### config.mk
export PLATFORM = sky130hd
export DESIGN_NAME = mpa_ctrl
export DESIGN_NICKNAME = d
export VERILOG_FILES = /design/src/rtl/mpa_pkg.sv /design/src/rtl/mpa_ctrl.sv
export SDC_FILE = /design/constraint.sdc
export NUM_CORES = 1
export LEC_CHECK = 0
export ABC_AREA = 1
export BUFFER_PORTS_ARGS = -buffer_cell sky130_fd_sc_hd__buf_2
export CORE_UTILIZATION = 47
export CTS_CLUSTER_DIAMETER = 120
export DETAILED_ROUTE_END_ITERATION = 7
export PLACE_DENSITY_LB_ADDON = 0.3
export SYNTH_ARGS = -nofsm -noshare
export SYNTH_HDL_FRONTEND = slang
export SYNTH_SLANG_ARGS = --single-unit
### constraint.sdc
create_clock -name clk -period 1.8 [get_ports clk]
set_input_delay 0.36 -clock clk [delete_from_list [all_inputs] [get_ports clk]]
set_output_delay 0.36 -clock clk [all_outputs]
set_load 0.005 [all_outputs]
### src/rtl/mpa_pkg.sv
// mpa_pkg: shared constants, register codes, state and handshake types
// for the max pooling with argmax block; no dependencies
package mpa_pkg;

	localparam int MAX_KERNEL_DEF  = 7;
	localparam int MAX_WIDTH_DEF   = 1024;
	localparam int SAMPLE_BITS_DEF = 16;

	localparam int PLANE_LIMIT   = 1024;
	localparam int COORD_BITS    = 10;
	localparam int INDEX_BITS    = 11;
	localparam int BASE_BITS     = 12;
	localparam int CFG_IDX_BITS  = 3;
	localparam int CFG_DATA_BITS = 11;

	typedef enum logic [CFG_IDX_BITS-1:0] {
		REG_KERNEL  = 3'd0,
		REG_STRIDE  = 3'd1,
		REG_PADDING = 3'd2,
		REG_HEIGHT  = 3'd3,
		REG_WIDTH   = 3'd4
	} cfg_reg_t;

	typedef enum logic [7:0] {
		ST_IDLE  = 8'b0000_0001,
		ST_CFIND = 8'b0000_0010,
		ST_RFIND = 8'b0000_0100,
		ST_WSET  = 8'b0000_1000,
		ST_SCAN  = 8'b0001_0000,
		ST_DRAIN = 8'b0010_0000,
		ST_EMIT  = 8'b0100_0000,
		ST_ADV   = 8'b1000_0000
	} state_t;

	typedef struct packed {
		logic write;
		logic start;
		logic col_step;
		logic row_step;
		logic mark;
		logic wset;
		logic scan;
		logic emit;
		logic next_col;
		logic next_row;
		logic adv;
	} cmd_t;

	typedef struct packed {
		logic col_hit;
		logic row_hit;
		logic any_win;
		logic win_empty;
		logic scan_last;
		logic ow_more;
		logic oh_more;
		logic out_busy;
	} status_t;

	typedef struct packed {
		logic                  hit;
		logic                  empty;
		logic [COORD_BITS-1:0] start;
	} axis_t;

endpackage

### src/rtl/mpa_ctrl.sv
// mpa_ctrl: sequencer that walks window search, sample scan and result hand-off
// depends on mpa_pkg
module mpa_ctrl (
	input  logic              clk,
	input  logic              arst_n,
	input  logic              in_valid,
	output logic              in_ready,
	input  mpa_pkg::status_t  status,
	output mpa_pkg::cmd_t     cmd
);
	import mpa_pkg::*;

	state_t state_q, state_d;

	assign in_ready = (state_q == ST_IDLE);

	always_comb begin
		state_d = state_q;
		cmd     = '0;
		unique case (state_q)
			ST_IDLE: begin
				if (in_valid) begin
					cmd.write = 1'b1;
					cmd.start = 1'b1;
					state_d   = ST_CFIND;
				end
			end
			ST_CFIND: begin
				if (status.col_hit) begin
					cmd.col_step = 1'b1;
				end else begin
					state_d = ST_RFIND;
				end
			end
			ST_RFIND: begin
				if (status.row_hit) begin
					cmd.row_step = 1'b1;
				end else begin
					cmd.mark = 1'b1;
					state_d  = status.any_win ? ST_WSET : ST_ADV;
				end
			end
			ST_WSET: begin
				cmd.wset = 1'b1;
				state_d  = status.win_empty ? ST_EMIT : ST_SCAN;
			end
			ST_SCAN: begin
				cmd.scan = 1'b1;
				if (status.scan_last) begin
					state_d = ST_DRAIN;
				end
			end
			ST_DRAIN: begin
				state_d = ST_EMIT;
			end
			ST_EMIT: begin
				if (!status.out_busy) begin
					cmd.emit = 1'b1;
					priority if (status.ow_more) begin
						cmd.next_col = 1'b1;
						state_d      = ST_WSET;
					end else if (status.oh_more) begin
						cmd.next_row = 1'b1;
						state_d      = ST_WSET;
					end else begin
						state_d = ST_ADV;
					end
				end
			end
			ST_ADV: begin
				cmd.adv = 1'b1;
				state_d = ST_IDLE;
			end
			default: begin
				state_d = ST_IDLE;
			end
		endcase
	end

	always_ff @(posedge clk or negedge arst_n) begin
		if (!arst_n) begin
			state_q <= ST_IDLE;
		end else begin
			state_q <= state_d;
		end
	end
endmodule

==> results.py, run 1 <==
metrics = {
    "status": {
        "outcome": "finished with violations",
        "failed_checks": "setup timing",
    },
    "clock_tree": {
        "clockBufferDepth": 2,
        "cts.sinks": 8,
        "cts_tree": "yes",
        "h-tree-depth": 1,
        "path_clk_slew_ns": 0.06,
        "clockRootBuffer": "clkbuf_4",
        "clk_latency_ns": 0.25,
        "cts_made_buffers": 3,
    },
    "global_route": {
        "grt_max_degree": 9,
        "grt_pass1_wl_um": 2410,
        "grt_pass1_vias": 618,
        "grt_remaining_overflow": 0,
        "grt_usage_pct": 24.2,
        "antenna_found_initial": 0,
    },
    "detailed_routing": {
        "dr.pass1.iters": 4,
        "drt-initial-drc-count": 20,
        "wl_per_cell_um": 11.4,
        "num_vias": 707,
        "via_per_inst": 5.09,
        "wl_um": 1580,
        "drcViolationCount": 0,
        "drtAntennaViolNets": 0,
    },
    "synthesis": {
        "synthArstFlopShare_pct": 100,
        "ys_ff_latch": 8,
        "synth_edf_count": 0,
        "avgSynthCellArea_sq_um": 6.66,
        "yosysWarningCount": 0,
        "synth_top_area_cell": "dfrtp_1",
        "syn_nets": 105,
        "synth_cell_types": 22,
        "synthCells": 94,
        "synth_flop_cell": "dfrtp_1",
        "synth_common_cells": "19 x nand2_1, 18 x inv_1, 13 x nor2_1",
        "synthTopCellsByArea": "dfrtp_1 28%, nand2_1 11%, inv_1 11%",
        "post-synth-top-count-cell": "nand2_1",
        "synth_area_sq_um": 626,
        "yosysSeqAreaShare_pct": 32.2,
        "yosysTopAreaCellShare_pct": 28.0,
    },
    "floorplanning": {
        "start_util_pct": 53.4,
        "fp-row-count": 12,
        "fp.dieH_um": 38.5,
        "io_pins": 23,
        "die_w_um": 38.5,
        "core-area_sq_um": 1170,
        "dieArea_sq_um": 1480,
    },
    "setup_path": {
        "rrSetupSlack_ns": 0.38,
        "cpMostUsedCell": "nand2_2",
        "crit_chain": "nor2_2, nand2_2, inv_2, nand2_2, or2_4, nor3_2, buf_2",
        "critical_path_class": "reg -> out",
        "crit_path_top_delay_cell": "dfrtp_1",
        "cp-start-kind": "flip-flop",
        "cp_slowest_stage_delay_ns": 0.39,
        "end_kind": "primary output",
        "critPathMaxFanout": 3,
        "arrival_ns": 1.50,
        "required_ns": 1.44,
    },
    "timing": {
        "fin_crit_sh_pct": 103,
        "tightest_slew_ns": 0.394,
        "setup_viol": 2,
        "setup_tns_ns": -0.0909,
        "setup_ws_ns": -0.0561,
        "clock_skew_ns": 0.0116,
        "slew_headroom_pct": 73.5,
        "max_freq_mhz": 539,
        "maxSlewViolCount": 0,
        "hold_viol_final": 0,
        "fin_crit_ns": 1.86,
        "rsz0062_at_grt": "yes",
    },
    "finish": {
        "antenna_cells": 0,
        "reg_top3": "state_q x8",
        "multiInputGateArea_sq_um": 354,
        "regMostFlops": "state_q",
        "area_growth_pct": 34.6,
        "largest_reg_flops": 8,
        "fill_cells": 93,
        "stdcell_count": 139,
        "nets": 137,
        "seqCellArea_sq_um": 201,
        "drive_above_1_share_pct": 47.2,
    },
    "pwr": {
        "p_leak_nw": 0.522,
        "peakVddDrop_mv": 0.535,
        "pwr_density_cell_nw_per_um2": 1120,
    },
    "job": {
        "maxCapViolations": 0,
    },
    "place": {
        "hpwl_um": 1120,
        "dp_cells": 129,
        "portBuffers": 22,
        "gp_congestion": 0.801,
    },
    "hold_path": {
        "hp-class": "in -> reg",
    },
}
==> cell families (layout without fill, tap and decap cells) <==
| family | after synthesis | count (layout) | synth area share (%) |
|---|---|---|---|
| AO/OA/AOI/OAI | 5 | 5 | 4.60 |
| buffers and inverters | 23 | 54 | 14.8 |
| flip-flops | 8 | 8 | 32.2 |
| AND/OR/NAND/NOR | 58 | 58 | 48.4 |
==> placed cells by master (no fill, tap or decap), types with 5 or more instances in the layout <==
cell type and n:
buf_2 22, dfrtp_1 7, nand2_2 10, inv_1 17, nand3_1 5, buf_4 5
nor2_1 10, nand2_1 17
==> final timing paths <==
path                                  from         end  depth (start not counted)
worst max register to register  state_q[0]  state_q[3]                          9
max in group asynchronous           arst_n  state_q[0]                          2
worst min-delay path             status[4]  state_q[4]                          2
min in group asynchronous           arst_n  state_q[4]                          2
worst min register to register  state_q[5]  state_q[5]                          3
worst max-delay path            state_q[1]      cmd[1]                          7
==> critical path, delay by kind of cell (launching register included) <==
family        cells  cell delay, ns
buf+inv           2            0.22
simple gates      5            0.66
flops             1            0.39
==> cell type report <==
| class | instances | area share (%) |
|---|---|---|
| clock buffers | 4 | 3.12 |
| well taps | 14 | 2.08 |
| multi-input cells | 63 | 42.1 |
| repair buffers | 28 | 18.7 |
| flip-flops and latches | 8 | 23.9 |
| inverters | 22 | 10.1 |
==> layer usage <==
metal	track usage, %	share of wire, %	vias to the layer above
li1	-	-	348
met1	28.4	42	331
met2	41.7	54	26
met3	3.49	3.3	2
met4	12.9	0.32	0
met5	0	0	-
==> where the power goes <==
part,internal (mW),switching (mW)
Combinational,0.215,0.330
Sequential,0.224,0.0296
Clock,0.0846,0.0587
==> repair_timing <==
action,CTS,global route
hold buffers,1,0
hold endpoints to repair,7,0
pin swaps,4,3
setup buffers,3,2
endpoints found under the setup margin,3,5
resized for setup,2,7
==> metrics by stage <==
step	setup slack, ns	util (%)	instance area (sq um)	total power, mW	hold slack [ns]
finish	-0.0561	71.9	842	0.941	0.303
detailed placement	0.220	63.7	746	0.668	0.202
floorplan	0.338	-	626	0.560	0.0644
global placement	0.253	63.7	746	0.651	0.201
CTS	-0.0208	68.9	807	0.840	0.303
global route	-0.139	71.9	842	1.01	0.314
(Power assumes the default switching activity.)
==> run 2, diff against run 1 <==
CTS_CLUSTER_DIAMETER = unset   (was 120)
SKIP_LAST_GASP = 1   (was unset)
==> results.py, run 2 (synthesis gave the netlist of run 1 again) <==
metrics = {
    "floorplanning": {
        "fp-row-count": 12,
        "dieArea_sq_um": 1480,
        "die_w_um": 38.5,
        "io_pins": 23,
        "core-area_sq_um": 1170,
        "start_util_pct": 53.4,
        "fp.dieH_um": 38.5,
    },
    "finish": {
        "layout_commonest_cell": "buf_2",
        "mostFrequentLayoutCells": "22 x buf_2, 18 x nand2_1, 17 x inv_1, 10 x nor2_1, 9 x nand2_2",
        "area_growth_pct": 33.4,
        "seqCellArea_sq_um": 201,
        "largest_reg_flops": 8,
        "reg_top3": "state_q x8",
        "multiInputGateArea_sq_um": 347,
        "drive_above_1_share_pct": 45.6,
        "nets": 137,
        "fin_area_sq_um": 835,
        "antenna_cells": 0,
        "regMostFlops": "state_q",
        "fill_cells": 96,
    },
    "clock_tree": {
        "path_clk_slew_ns": 0.06,
        "cts.sinks": 8,
        "clockBufferDepth": 2,
        "cts_tree": "yes",
        "h-tree-depth": 1,
        "clockRootBuffer": "clkbuf_4",
        "cts_made_buffers": 3,
        "clk_latency_ns": 0.25,
    },
    "timing": {
        "setup_viol": 3,
        "clock_skew_ns": 0.0111,
        "fin_crit_sh_pct": 103,
        "slew_headroom_pct": 73.3,
        "rsz0062_at_grt": "yes",
        "max_freq_mhz": 538,
        "tightest_slew_ns": 0.398,
        "maxSlewViolCount": 0,
        "fin_crit_ns": 1.86,
        "setup_ws_ns": -0.0586,
        "hold_viol_final": 0,
    },
    "detailed_routing": {
        "drt-initial-drc-count": 18,
        "num_vias": 703,
        "wl_per_cell_um": 11.2,
        "drtAntennaViolNets": 0,
        "wl_um": 1550,
        "drcViolationCount": 0,
        "dr.pass1.iters": 4,
        "via_per_inst": 5.06,
    },
    "global_route": {
        "grt_usage_pct": 24.2,
        "grt_pass1_wl_um": 2410,
        "grt_remaining_overflow": 0,
        "grt_max_degree": 9,
        "antenna_found_initial": 0,
        "grt_pass1_vias": 618,
    },
    "pwr": {
        "peakVddDrop_mv": 0.527,
        "pwr_density_cell_nw_per_um2": 1110,
        "power_mw": 0.927,
        "p_leak_nw": 0.516,
    },
    "setup_path": {
        "cpMostUsedCell": "nand2_2",
        "end_kind": "primary output",
        "critical_path_buf_inv_count": 2,
        "required_ns": 1.44,
        "critical_path_class": "reg -> out",
        "critPathMaxFanout": 3,
        "crit_chain": "nor2_2, nand2_2, inv_2, nand2_2, or2_4, nor3_2, buf_2",
        "rrSetupSlack_ns": 0.37,
        "crit_path_top_delay_cell": "dfrtp_1",
        "cp-start-kind": "flip-flop",
        "arrival_ns": 1.50,
        "cp_slowest_stage_delay_ns": 0.39,
        "critical_path.top_delay_family": "simple AND/OR/NAND/NOR gates",
    },
    "place": {
        "place_area_sq_um": 746,
        "hpwl_um": 1120,
        "portBuffers": 22,
        "gp_congestion": 0.801,
    },
    "status": {
        "failed_checks": "setup timing",
        "outcome": "finished with violations",
    },
    "job": {
        "maxCapViolations": 0,
    },
    "hold_path": {
        "hp-class": "in -> reg",
    },
}
## run 2: routing by layer
layer / GRT usage, % / vias to the layer above / part of all wire (%)
li1: - / 347 / -
met1: 28.4 / 332 / 42
met2: 41.7 / 24 / 55
met3: 3.49 / 0 / 3.5
met4: 12.9 / 0 / 0
met5: 0 / - / 0
## run 2: metrics by stage
stage                     cells  worst slack (ns)  hold slack, ns  TNS (ns)  utilization (%)
after floorplan              94             0.338          0.0644         0                -
after global placement      129             0.253           0.201         0             63.7
after detailed placement    129             0.220           0.202         0             63.7
after CTS                   137           -0.0208           0.303   -0.0208             68.9
after global routing        139            -0.139           0.314    -0.516             71.3
final                       139           -0.0586           0.303    -0.104             71.3
## run 2: repair_timing
action	4_1_cts	5_1_grt
resized for setup	2	4
hold endpoints to repair	7	0
pin swaps	4	3
setup endpoints to repair	3	5
setup buffers	3	2
hold buffers	1	0
## run 2: power by group
part | switching (mW) | leakage, nW | internal, mW
combinational | 0.317 | 0.394 | 0.213
clock | 0.0593 | 0.0150 | 0.0847
sequential | 0.0296 | 0.107 | 0.224
## run 2: cell type report
class                   count  area share, %
clock buffers               4           3.15
inverters                  22           10.2
multi-input cells          63           41.5
flip-flops and latches      8           24.1
well taps                  14           2.10
repair buffers             28           18.9
## run 2: worst reg2reg max path, cell delays in order (launching register included)
cell and delay, ns:
dfstp_2 0.55, nor2_2 0.05, nand2_2 0.09, inv_2 0.06, buf_4 0.13, nand3_1 0.09, nand2_1 0.10, nor2_4 0.10
nand2_2 0.08, nor2_1 0.10
## run 2: final timing paths
check,start,endpoint,cells after the start
worst max-delay path,state_q[1],cmd[1],7
worst max register to register,state_q[0],state_q[3],9
worst min register to register,state_q[7],state_q[4],3
min in group asynchronous,arst_n,state_q[4],2
max in group asynchronous,arst_n,state_q[0],2
worst min-delay path,status[4],state_q[4],2
